**config.mk**
```make
export PLATFORM = sky130hd
export DESIGN_NAME = hbridge_relay_actuator_controller_core
export DESIGN_NICKNAME = d
export VERILOG_FILES = /design/src/rtl/hbrc_pkg.sv /design/src/rtl/hbridge_relay_actuator_controller_core.sv
export SDC_FILE = /design/constraint.sdc
export NUM_CORES = 1
export LEC_CHECK = 0
export BUFFER_PORTS_ARGS = -buffer_cell sky130_fd_sc_hd__buf_2
export CORE_ASPECT_RATIO = 0.8
export CORE_MARGIN = 1.5
export CORE_UTILIZATION = 50
export CTS_CLUSTER_SIZE = 20
export DETAILED_ROUTE_END_ITERATION = 8
export PLACE_DENSITY = 0.68
export RECOVER_POWER = 100
export SLEW_MARGIN = 0
export SYNTH_ARGS = -nofsm -noshare
export SYNTH_HDL_FRONTEND = slang
export SYNTH_SLANG_ARGS = --single-unit
```
**constraint.sdc**
```tcl
create_clock -name clk -period 14.5 [get_ports clk]
set_clock_uncertainty 0.2 [all_clocks]
set_input_delay 0 -clock clk [delete_from_list [all_inputs] [get_ports clk]]
set_output_delay 0 -clock clk [all_outputs]
set_load 0.01 [all_outputs]
```
**src/rtl/hbrc_pkg.sv**
```systemverilog
// Shared constants and codes of the H-bridge relay actuator controller.
// Depends on nothing. It is imported by hbridge_relay_actuator_controller_core.
`default_nettype none

package hbrc_pkg;

  // Number of relay blocks. Each block holds two actuators.
  localparam int BLOCK_COUNT = 8;
  localparam int NUM_ACT     = 2 * BLOCK_COUNT;
  localparam int ACT_W       = $clog2(NUM_ACT);

  localparam int PHASE_W = 20;
  localparam logic [PHASE_W-1:0] PHASE_MAX = {PHASE_W{1'b1}};

  // Configuration register widths and reset values.
  localparam int DEADTIME_W = 10;
  localparam int TIMEOUT_W  = 20;
  localparam logic [DEADTIME_W-1:0] DEADTIME_RST   = 10'd50;
  localparam logic [TIMEOUT_W-1:0]  TIMEOUT_RST    = 20'd30000;
  localparam logic                  ACTIVE_LOW_RST = 1'b1;

  // Configuration register indexes (byte address / 4).
  localparam logic [1:0] REG_DEADTIME   = 2'd0;
  localparam logic [1:0] REG_TIMEOUT    = 2'd1;
  localparam logic [1:0] REG_ACTIVE_LOW = 2'd2;

  // Input transaction kinds.
  localparam logic [1:0] FUNC_TICK  = 2'd0;
  localparam logic [1:0] FUNC_BLOCK = 2'd1;
  localparam logic [1:0] FUNC_ALL   = 2'd2;
  localparam logic [1:0] FUNC_PING  = 2'd3;

  // Actions.
  localparam logic [1:0] ACT_UP    = 2'd0;
  localparam logic [1:0] ACT_DOWN  = 2'd1;
  localparam logic [1:0] ACT_STOP  = 2'd2;
  localparam logic [1:0] ACT_OTHER = 2'd3;

  // Commanded directions.
  localparam logic [1:0] DIR_OFF  = 2'd0;
  localparam logic [1:0] DIR_UP   = 2'd1;
  localparam logic [1:0] DIR_DOWN = 2'd2;

  // Result kinds.
  localparam logic [2:0] KIND_PONG     = 3'd0;
  localparam logic [2:0] KIND_BLK_ACK  = 3'd1;
  localparam logic [2:0] KIND_ALL_ACK  = 3'd2;
  localparam logic [2:0] KIND_ALL_STOP = 3'd3;
  localparam logic [2:0] KIND_UNKNOWN  = 3'd4;
  localparam logic [2:0] KIND_TIMEOUT  = 3'd5;

  // One result before packing.
  typedef struct packed {
    logic [2:0]  kind;
    logic [7:0]  report_block;
    logic        actuator_sel;
    logic [1:0]  action_echo;
    logic        last;
  } result_t;

endpackage

`default_nettype wire

```
**src/rtl/hbridge_relay_actuator_controller_core.sv**
```systemverilog
// H-bridge relay actuator controller: command sequencer, per-actuator timers
// and relay outputs. Depends on hbrc_pkg.
`default_nettype none

// Channel   Direction  Fields (low bit first)
// in_*      input      tuser: func[1:0]; tdata: block_id[7:0], action[9:8]
// out_*     output     tuser: kind[2:0]; tdata: report_block[7:0],
//                      actuator_sel[8], action_echo[10:9], relay_drive[42:11];
//                      tlast: last
// cfg_*     APB        deadtime 0x0, timeout 0x4, relay_active_low 0x8
//
// A transaction is taken only in the idle state. A block command, an all-blocks
// command or a tick then scans the NUM_ACT actuators one per cycle through a
// single timer incrementer and comparator; a command then loads its result into
// the output register and returns to idle. A tick with timeouts then walks the
// timeout mask, one actuator per cycle unless a stalled output holds it, and
// reports each flagged actuator. A ping or an unknown block skips the scan and
// goes straight to loading its result. A stalled output holds the sequencer;
// the output register lets the last result wait while the next transaction is
// taken.
// Reset (rst_n, synchronous) stops every actuator and loads the register
// defaults; there is no clearing pass.
module hbridge_relay_actuator_controller_core
  import hbrc_pkg::*;
(
  input  wire logic        clk,
  input  wire logic        rst_n,
  // Input channel
  input  wire logic        in_tvalid,
  output logic             in_tready,
  input  wire logic [15:0] in_tdata,   // block_id[7:0], action[9:8], zero pad
  input  wire logic [1:0]  in_tuser,   // func[1:0]
  // Result channel
  output logic             out_tvalid,
  input  wire logic        out_tready,
  output logic [47:0]      out_tdata,  // report_block[7:0], actuator_sel[8],
                                       // action_echo[10:9], relay_drive[42:11], pad
  output logic [2:0]       out_tuser,  // kind[2:0]
  output logic             out_tlast,
  // Configuration port
  input  wire logic        cfg_psel,
  input  wire logic        cfg_penable,
  input  wire logic        cfg_pwrite,
  input  wire logic [3:0]  cfg_paddr,
  input  wire logic [31:0] cfg_pwdata,
  output logic [31:0]      cfg_prdata,
  output logic             cfg_pready
);

  localparam logic [1:0] ST_IDLE = 2'd0;
  localparam logic [1:0] ST_SCAN = 2'd1;
  localparam logic [1:0] ST_EMIT = 2'd2;
  localparam logic [1:0] ST_RESP = 2'd3;

  localparam logic [ACT_W-1:0] IDX_LAST = ACT_W'(NUM_ACT - 1);

  // Configuration registers.
  logic [DEADTIME_W-1:0] deadtime_r;
  logic [TIMEOUT_W-1:0]  timeout_r;
  logic                  active_low_r;

  // Per-actuator state.
  logic [1:0]         dir_r [NUM_ACT];
  logic [NUM_ACT-1:0] dt_r;
  logic [PHASE_W-1:0] ph_r  [NUM_ACT];

  // Sequencer.
  logic [1:0]         state_r, state_nxt;
  logic [ACT_W-1:0]   idx_r, idx_nxt;
  logic [1:0]         func_r, func_nxt;
  logic [7:0]         id_r, id_nxt;
  logic [1:0]         action_r, action_nxt;
  logic [NUM_ACT-1:0] to_mask_r, to_mask_nxt;

  // Output register.
  logic        out_tvalid_r, out_tvalid_nxt;
  logic [2:0]  out_tuser_r;
  logic [47:0] out_tdata_r;
  logic        out_tlast_r;

  logic       in_fire;
  logic       cfg_wr;
  logic       slot_free;
  logic       load;
  result_t    res;
  logic       id_unknown;
  logic [31:0] on_bits;
  logic [31:0] relay_lv;

  // Shared timer unit and write-back for the actuator under the scan index.
  logic [1:0]         cur_dir;
  logic               cur_dt;
  logic [PHASE_W-1:0] cur_ph;
  logic [PHASE_W-1:0] ph_inc;
  logic [PHASE_W:0]   lim;
  logic               reach;
  logic               blk_sel;
  logic               wr_en;
  logic [1:0]         wr_dir;
  logic               wr_dt;
  logic [PHASE_W-1:0] wr_ph;
  logic               wr_to;
  logic [1:0]         mv_dir;

  assign cfg_pready = 1'b1;
  assign cfg_wr     = cfg_psel & cfg_penable & cfg_pwrite;
  assign in_tready  = (state_r == ST_IDLE);
  assign in_fire    = in_tvalid & in_tready;
  assign slot_free  = ~out_tvalid_r | out_tready;

  assign out_tvalid = out_tvalid_r;
  assign out_tdata  = out_tdata_r;
  assign out_tuser  = out_tuser_r;
  assign out_tlast  = out_tlast_r;

  assign id_unknown = (id_r == 8'd0) || (id_r > 8'(BLOCK_COUNT));

  always_comb begin
    unique case (cfg_paddr[3:2])
      REG_DEADTIME:   cfg_prdata = {22'd0, deadtime_r};
      REG_TIMEOUT:    cfg_prdata = {12'd0, timeout_r};
      REG_ACTIVE_LOW: cfg_prdata = {31'd0, active_low_r};
      default:        cfg_prdata = 32'd0;
    endcase
  end

  always_ff @(posedge clk) begin
    if (!rst_n) begin
      deadtime_r   <= DEADTIME_RST;
      timeout_r    <= TIMEOUT_RST;
      active_low_r <= ACTIVE_LOW_RST;
    end else if (cfg_wr) begin
      unique case (cfg_paddr[3:2])
        REG_DEADTIME:   deadtime_r   <= cfg_pwdata[DEADTIME_W-1:0];
        REG_TIMEOUT:    timeout_r    <= cfg_pwdata[TIMEOUT_W-1:0];
        REG_ACTIVE_LOW: active_low_r <= cfg_pwdata[0];
        default: ;
      endcase
    end
  end

  // Relay levels follow the stored state; actuators in deadtime stay off.
  always_comb begin
    on_bits = 32'd0;
    for (int a = 0; a < NUM_ACT; a++) begin
      on_bits[2*a]   = ~dt_r[a] & (dir_r[a] == DIR_UP);
      on_bits[2*a+1] = ~dt_r[a] & (dir_r[a] == DIR_DOWN);
    end
    relay_lv = active_low_r ? ~on_bits : on_bits;
  end

  // One actuator per scan cycle. The incrementer saturates; the comparator
  // checks against the deadtime while waiting and timeout + 1 while driving.
  always_comb begin
    cur_dir = dir_r[idx_r];
    cur_dt  = dt_r[idx_r];
    cur_ph  = ph_r[idx_r];
    ph_inc  = (cur_ph == PHASE_MAX) ? cur_ph : cur_ph + PHASE_W'(1);
    lim     = cur_dt ? (PHASE_W+1)'(deadtime_r)
                     : (PHASE_W+1)'(timeout_r) + (PHASE_W+1)'(1);
    reach   = {1'b0, ph_inc} >= lim;
    blk_sel = (func_r == FUNC_ALL) ||
              (8'(idx_r >> 1) == (id_r - 8'd1));
    mv_dir  = (action_r == ACT_UP) ? DIR_UP : DIR_DOWN;

    wr_en  = 1'b0;
    wr_dir = cur_dir;
    wr_dt  = cur_dt;
    wr_ph  = cur_ph;
    wr_to  = 1'b0;

    if (state_r == ST_SCAN) begin
      if (func_r == FUNC_TICK) begin
        if (cur_dir != DIR_OFF) begin
          wr_en = 1'b1;
          if (cur_dt) begin
            if (reach) begin
              wr_dt = 1'b0;
              wr_ph = '0;
            end else begin
              wr_ph = ph_inc;
            end
          end else if (reach) begin
            // Drive time exceeded: stop and flag for a timeout report.
            wr_dir = DIR_OFF;
            wr_dt  = 1'b0;
            wr_ph  = '0;
            wr_to  = 1'b1;
          end else begin
            wr_ph = ph_inc;
          end
        end
      end else if (blk_sel) begin
        if (action_r == ACT_STOP) begin
          wr_en  = 1'b1;
          wr_dir = DIR_OFF;
          wr_dt  = 1'b0;
          wr_ph  = '0;
        end else if (action_r != ACT_OTHER && cur_dir != mv_dir) begin
          // A move toward the held direction is ignored.
          wr_en  = 1'b1;
          wr_dir = mv_dir;
          wr_dt  = (deadtime_r != '0);
          wr_ph  = '0;
        end
      end
    end
  end

  always_ff @(posedge clk) begin
    if (!rst_n) begin
      dt_r <= '0;
      for (int a = 0; a < NUM_ACT; a++) begin
        dir_r[a] <= DIR_OFF;
        ph_r[a]  <= '0;
      end
    end else if (wr_en) begin
      dir_r[idx_r] <= wr_dir;
      dt_r[idx_r]  <= wr_dt;
      ph_r[idx_r]  <= wr_ph;
    end
  end

  // Result selection for the single-answer and timeout-report states.
  always_comb begin
    res = '0;
    if (state_r == ST_EMIT) begin
      res.kind         = KIND_TIMEOUT;
      res.report_block = 8'(idx_r >> 1) + 8'd1;
      res.actuator_sel = idx_r[0];
      res.last         = ((to_mask_r & ~(NUM_ACT'(1) << idx_r)) == '0);
    end else begin
      res.last = 1'b1;
      priority if (func_r == FUNC_PING) begin
        res.kind = KIND_PONG;
      end else if (func_r == FUNC_BLOCK && id_unknown) begin
        res.kind         = KIND_UNKNOWN;
        res.report_block = id_r;
      end else if (func_r == FUNC_BLOCK) begin
        res.kind         = KIND_BLK_ACK;
        res.report_block = id_r;
        res.action_echo  = action_r;
      end else if (action_r == ACT_STOP) begin
        res.kind        = KIND_ALL_STOP;
        res.action_echo = ACT_STOP;
      end else begin
        res.kind        = KIND_ALL_ACK;
        res.action_echo = action_r;
      end
    end
  end

  // Sequencer.
  always_comb begin
    state_nxt   = state_r;
    idx_nxt     = idx_r;
    func_nxt    = func_r;
    id_nxt      = id_r;
    action_nxt  = action_r;
    to_mask_nxt = to_mask_r;
    load        = 1'b0;

    unique case (state_r)
      ST_IDLE: begin
        if (in_fire) begin
          func_nxt   = in_tuser;
          id_nxt     = in_tdata[7:0];
          action_nxt = in_tdata[9:8];
          idx_nxt    = '0;
          to_mask_nxt = '0;
          if (in_tuser == FUNC_PING ||
              (in_tuser == FUNC_BLOCK &&
               (in_tdata[7:0] == 8'd0 || in_tdata[7:0] > 8'(BLOCK_COUNT)))) begin
            state_nxt = ST_RESP;
          end else begin
            state_nxt = ST_SCAN;
          end
        end
      end
      ST_SCAN: begin
        if (wr_to) begin
          to_mask_nxt[idx_r] = 1'b1;
        end
        if (idx_r == IDX_LAST) begin
          idx_nxt   = '0;
          state_nxt = (func_r == FUNC_TICK) ? ST_EMIT : ST_RESP;
        end else begin
          idx_nxt = idx_r + ACT_W'(1);
        end
      end
      ST_EMIT: begin
        if (to_mask_r == '0) begin
          state_nxt = ST_IDLE;
        end else if (to_mask_r[idx_r]) begin
          if (slot_free) begin
            load                 = 1'b1;
            to_mask_nxt[idx_r]   = 1'b0;
            idx_nxt              = idx_r + ACT_W'(1);
          end
        end else begin
          idx_nxt = idx_r + ACT_W'(1);
        end
      end
      ST_RESP: begin
        if (slot_free) begin
          load      = 1'b1;
          state_nxt = ST_IDLE;
        end
      end
      default: state_nxt = ST_IDLE;
    endcase
  end

  assign out_tvalid_nxt = load | (out_tvalid_r & ~out_tready);

  always_ff @(posedge clk) begin
    if (!rst_n) begin
      state_r      <= ST_IDLE;
      idx_r        <= '0;
      to_mask_r    <= '0;
      out_tvalid_r <= 1'b0;
    end else begin
      state_r      <= state_nxt;
      idx_r        <= idx_nxt;
      to_mask_r    <= to_mask_nxt;
      out_tvalid_r <= out_tvalid_nxt;
    end
  end

  always_ff @(posedge clk) begin
    func_r   <= func_nxt;
    id_r     <= id_nxt;
    action_r <= action_nxt;
    if (load) begin
      out_tuser_r <= res.kind;
      out_tdata_r <= {5'd0, relay_lv, res.action_echo, res.actuator_sel,
                      res.report_block};
      out_tlast_r <= res.last;
    end
  end

`ifndef SYNTHESIS
  logic [NUM_ACT-1:0] dir_on;
  logic [NUM_ACT-1:0] dir_bad;

  always_comb begin
    for (int a = 0; a < NUM_ACT; a++) begin
      dir_on[a]  = (dir_r[a] != DIR_OFF);
      dir_bad[a] = (dir_r[a] == 2'd3);
    end
  end

  a_mask_clear_idle: assert property (@(posedge clk) disable iff (!rst_n)
    (state_r == ST_IDLE) |-> (to_mask_r == '0))
    else $error("timeout mask not empty while idle");

  a_deadtime_needs_dir: assert property (@(posedge clk) disable iff (!rst_n)
    (dt_r & ~dir_on) == '0)
    else $error("actuator waits in deadtime without a direction");

  a_dir_legal: assert property (@(posedge clk) disable iff (!rst_n)
    dir_bad == '0)
    else $error("illegal direction code stored");

  a_busy_after_accept: assert property (@(posedge clk) disable iff (!rst_n)
    in_fire |=> !in_tready)
    else $error("second transaction taken while the first is in work");
`endif

endmodule

`default_nettype wire
```
==> impl_metrics.prom <==
# TYPE chip_impl_metric gauge
chip_impl_metric{name="crit_fanout",unit=""} 44
chip_impl_metric{name="number_of_flops_mapped_to_enable_cells_by_yosys",unit=""} 411
chip_impl_metric{name="worstMarginPinSlew",unit="ps"} 4960
chip_impl_metric{name="dp_hpwl",unit="mm"} 47.6
chip_impl_metric{name="reg2reg_slack",unit="ps"} 2970
chip_impl_metric{name="synth_simple_gate_area_share",unit="%"} 15.2
chip_impl_metric{name="utilization",unit="%"} 57.6
chip_impl_metric{name="clock-sinks",unit=""} 485
chip_impl_info{name="failed_checks",value="max-capacitance violations, max-slew violations"} 1
chip_impl_metric{name="drt_pass1_iterations",unit=""} 5
chip_impl_metric{name="sequential_cell_area",unit="sq um"} 13800
chip_impl_info{name="mostFrequentLayoutCells",value="sky130_fd_sc_hd__edfxtp_1, sky130_fd_sc_hd__nor2_1, sky130_fd_sc_hd__nand2_1"} 1
chip_impl_metric{name="final_cell_area",unit="sq um"} 27800
chip_impl_metric{name="routabilityCongestion",unit=""} 0.947
chip_impl_metric{name="setup_viol",unit=""} 0
chip_impl_metric{name="grt_pass1_wl",unit="mm"} 107
chip_impl_metric{name="design.final.nets",unit=""} 2312
chip_impl_info{name="cp_startpoint_kind",value="flop"} 1
chip_impl_metric{name="coreArea",unit="sq um"} 48400
chip_impl_metric{name="fin_setup_tns",unit="ps"} 0
chip_impl_metric{name="final_layout_size_suffix_gt1_share",unit="%"} 11.9
chip_impl_metric{name="cts.clk_slew.worst_paths",unit="ps"} 70
chip_impl_metric{name="multi_input_area",unit="sq um"} 9770
chip_impl_metric{name="synth-seq-area-share",unit="%"} 56.4
chip_impl_info{name="final_common_cell",value="sky130_fd_sc_hd__edfxtp_1"} 1
chip_impl_metric{name="fmaxAchievable",unit="MHz"} 86.7
chip_impl_info{name="hold_path.class",value="in2reg"} 1
chip_impl_metric{name="grt_start_max_net_pins",unit=""} 57
chip_impl_metric{name="clock_tree.buffer_depth",unit=""} 3
chip_impl_metric{name="finalHoldViolations",unit=""} 0
chip_impl_metric{name="final_min_period_over_clock_period",unit="%"} 79.5
chip_impl_metric{name="power.static_leakage",unit="nW"} 9.43
chip_impl_info{name="dominant_combinational_cell_family_by_area_after_synthesis",value="simple AND/OR/NAND/NOR gates"} 1
chip_impl_info{name="rsz_0062_raised_after_global_routing",value="false"} 1
chip_impl_metric{name="final_period_minus_worst_setup_slack",unit="ps"} 11530
chip_impl_metric{name="timing.reg2reg.worst_path_depth",unit=""} 21
chip_impl_metric{name="critPathMaxStageDelay",unit="ps"} 2040
chip_impl_info{name="worst_setup_path_end_kind",value="flop"} 1
chip_impl_metric{name="routed_via_density",unit=""} 6.20
chip_impl_metric{name="register_bit_count_reported_by_yosys",unit=""} 485
chip_impl_metric{name="critical_path_arrival",unit="ps"} 11630
chip_impl_metric{name="port_buffers",unit=""} 109
chip_impl_metric{name="ctsHtreeMaxLevel",unit=""} 2
chip_impl_metric{name="grt_use_total",unit="%"} 28.4
chip_impl_metric{name="yosysWarningCount",unit=""} 0
chip_impl_metric{name="initial_utilization",unit="%"} 50.7
chip_impl_metric{name="die_area",unit="sq um"} 50400
chip_impl_info{name="cells_along_the_critical_path",value="clkbuf_1 -> mux4_2 -> a22oi_1 -> o21ai_0 -> ha_1 -> inv_1 -> a211oi_1 -> a2bb2oi_4 -> nand4b_1 -> nor4b_1 -> mux2i_1 -> inv_1 -> ha_1 -> nand4_1 -> nor2_1 -> nand4_1 -> o211a_1 -> o31ai_1 -> o32ai_1 -> a21oi_1 -> nor2_1"} 1
chip_impl_metric{name="core.rowCount",unit=""} 72
chip_impl_info{name="cp_slowest_cell",value="sky130_fd_sc_hd__clkbuf_1"} 1
chip_impl_metric{name="drt-wirelength-per-cell",unit="um"} 24.8
chip_impl_metric{name="placed_area",unit="sq um"} 25600
chip_impl_metric{name="cts.repair.resized",unit=""} 0
chip_impl_info{name="worst_setup_path_endpoint",value="ph_r[8][5]"} 1
chip_impl_metric{name="syn_to_layout_area_delta",unit="%"} 13.6
chip_impl_metric{name="yosys.area_share.adder",unit="%"} 1.79
chip_impl_metric{name="post_synthesis_compound_gate_area_fraction",unit="%"} 9.37
chip_impl_metric{name="number_of_max_slew_violations_in_the_final_report",unit=""} 548
chip_impl_metric{name="insertion_delay",unit="ps"} 610
chip_impl_metric{name="global_route.overflow_total",unit=""} 0
chip_impl_metric{name="syn-mean-instance-area",unit="sq um"} 12.0
chip_impl_metric{name="first_global_vias",unit=""} 17400
chip_impl_metric{name="synthCells",unit=""} 2045
chip_impl_metric{name="peakVddDrop",unit="mV"} 0.0934
chip_impl_metric{name="critPathRequiredTime",unit="ps"} 14600
chip_impl_metric{name="synth_xor_area_share",unit="%"} 2.43
chip_impl_metric{name="max_slew_margin",unit="%"} -234
chip_impl_metric{name="drt_wl_total",unit="mm"} 71.7
chip_impl_metric{name="antenna_found_initial",unit=""} 0
chip_impl_metric{name="power_density",unit="nW/um^2"} 140
chip_impl_metric{name="die-height",unit="um"} 201
chip_impl_info{name="ctsRootBufferMaster",value="sky130_fd_sc_hd__clkbuf_16"} 1
chip_impl_metric{name="nFillCells",unit=""} 3929
chip_impl_metric{name="async_flop_share",unit="%"} 0
chip_impl_metric{name="tritoncts.num_buffers",unit=""} 49
chip_impl_metric{name="synth.mux.area_fraction",unit="%"} 11.1
chip_impl_info{name="tritoncts",value="done"} 1
chip_impl_info{name="synth-main-ff-cell",value="sky130_fd_sc_hd__edfxtp_1"} 1
chip_impl_metric{name="post-route-drc-count",unit=""} 0
chip_impl_metric{name="routed-via-count",unit=""} 17900
chip_impl_metric{name="yosysUniqueCellTypes",unit=""} 100
chip_impl_metric{name="drv.max_cap_violation_count",unit=""} 22
chip_impl_metric{name="floorplan.io_pins",unit=""} 148
chip_impl_info{name="path_class",value="reg2reg"} 1
chip_impl_metric{name="setup_slack",unit="ps"} 2970
chip_impl_info{name="critical_path.reg2reg.endpoint",value="ph_r[8][5]"} 1
chip_impl_metric{name="synthesis.area",unit="sq um"} 24500
chip_impl_metric{name="ant_nets",unit=""} 0
chip_impl_metric{name="die_width",unit="um"} 251
chip_impl_metric{name="detail_route.iter0.violations",unit=""} 1897
chip_impl_metric{name="placement.setup.worst_slack",unit="ps"} 5490
chip_impl_info{name="status",value="complete, but fails checks"} 1
==> critical path, delay by kind of cell, from the launching register on <==
kind / cells / cell delay, ps
AND/OR/NAND/NOR: 6 / 1810
flip-flops: 1 / 420
buffers and inverters: 3 / 2370
multiplexers: 2 / 2030
AO/OA/AOI/OAI: 8 / 3600
adder cells (fa/ha/maj): 2 / 780
==> kinds of logic (layout without fill, tap and decap cells) <==
family	Yosys count	after routing
AO/OA/AOI/OAI	338	338
adder cells (fa/ha/maj)	35	35
flip-flops	485	485
other	2	19
buffers and inverters	166	362
AND/OR/NAND/NOR	800	800
multiplexers	151	151
XOR/XNOR	68	68
==> final cells by class <==
| type | count | share of cell area (%) |
|---|---|---|
| Inverter | 25 | 0.337 |
| Timing Repair Buffer | 245 | 6.18 |
| Tap cell | 629 | 2.83 |
| Clock inverter | 28 | 1.07 |
| Sequential cell | 485 | 49.7 |
| Clock buffer | 64 | 4.82 |
| Multi-Input combinational cell | 1410 | 35.1 |
| Antenna cell | 1 | 0.00899 |
==> per-layer routing <==
layer	up-vias	track usage [%]	wire (um)
met1	8894	39.4	28900
li1	7960	-	-
met3	139	6.38	8000
met4	0	8.44	1910
met5	-	0	0
met2	903	44.7	32900
==> worst min-delay path by stage <==
stage / startpoint / endpoint / cells after the start
after CTS: cfg_paddr[2] / deadtime_r[2] / 4
after detailed placement: in_tdata[8] / action_r[0] / 1
after floorplan: in_tdata[8] / action_r[0] / 0
after global routing: cfg_paddr[2] / deadtime_r[7] / 4
after global placement: in_tdata[9] / action_r[1] / 1
final: cfg_paddr[2] / deadtime_r[7] / 4
==> power breakdown <==
group / leakage [nW] / switching [mW] / internal [mW]
combinational: 3.86 / 0.630 / 0.310
clock: 0.810 / 0.557 / 0.746
sequential: 4.76 / 0.0505 / 1.61
total: 9.43 / 1.24 / 2.66
==> registers in the layout (all words and copies together), names as in the netlist, named ones only <==
name,cells
dir_r,32
out_tvalid,1
idx_r,4
ph_r,320
out_tdata,43
dt_r,16
to_mask_r,16
id_r,8
deadtime_r,10
out_tlast,1
out_tuser,3
active_low_r,1
func_r,2
action_r,2
timeout_r,20
state_r,2
==> Yosys cell counts, drive strengths merged, types with 9 or more instances <==
master	instances	area, sq um
edfxtp	411	12300
nor2	350	1340
nand2	182	688
a21oi	102	522
mux4	87	2030
buf	74	571
dfxtp	74	1480
o21ai	73	388
clkbuf	67	251
mux2i	59	631
nand3	59	295
nor3	57	312
xor2	45	394
ha	35	438
nor3b	35	268
and2	34	213
a22oi	32	240
a31oi	25	169
inv	25	93.8
o211ai	23	178
xnor2	23	201
a221oi	15	150
nor2b	12	75.1
a211oi	11	97.6
nand4	11	90.1
nor4	11	68.8
and3	10	62.6
nand2b	9	56.3
or3	9	56.3
==> what timing repair did <==
item | CTS | global route
hold buffers | 104 | 0
setup buffers | 0 | 0
endpoints found under the hold margin | 78 | 0
==> per-stage QoR <==
stage	power [mW]	hold WS (ps)	instances
global placement	2.59	-12.9	2690
CTS	3.91	2.02	2886
global route	4.03	37.5	2886
detailed placement	2.61	-16.0	2690
finish	3.90	34.2	2887
floorplan	2.35	-101	2061
Note: power is estimated with default switching activity, not from simulation.
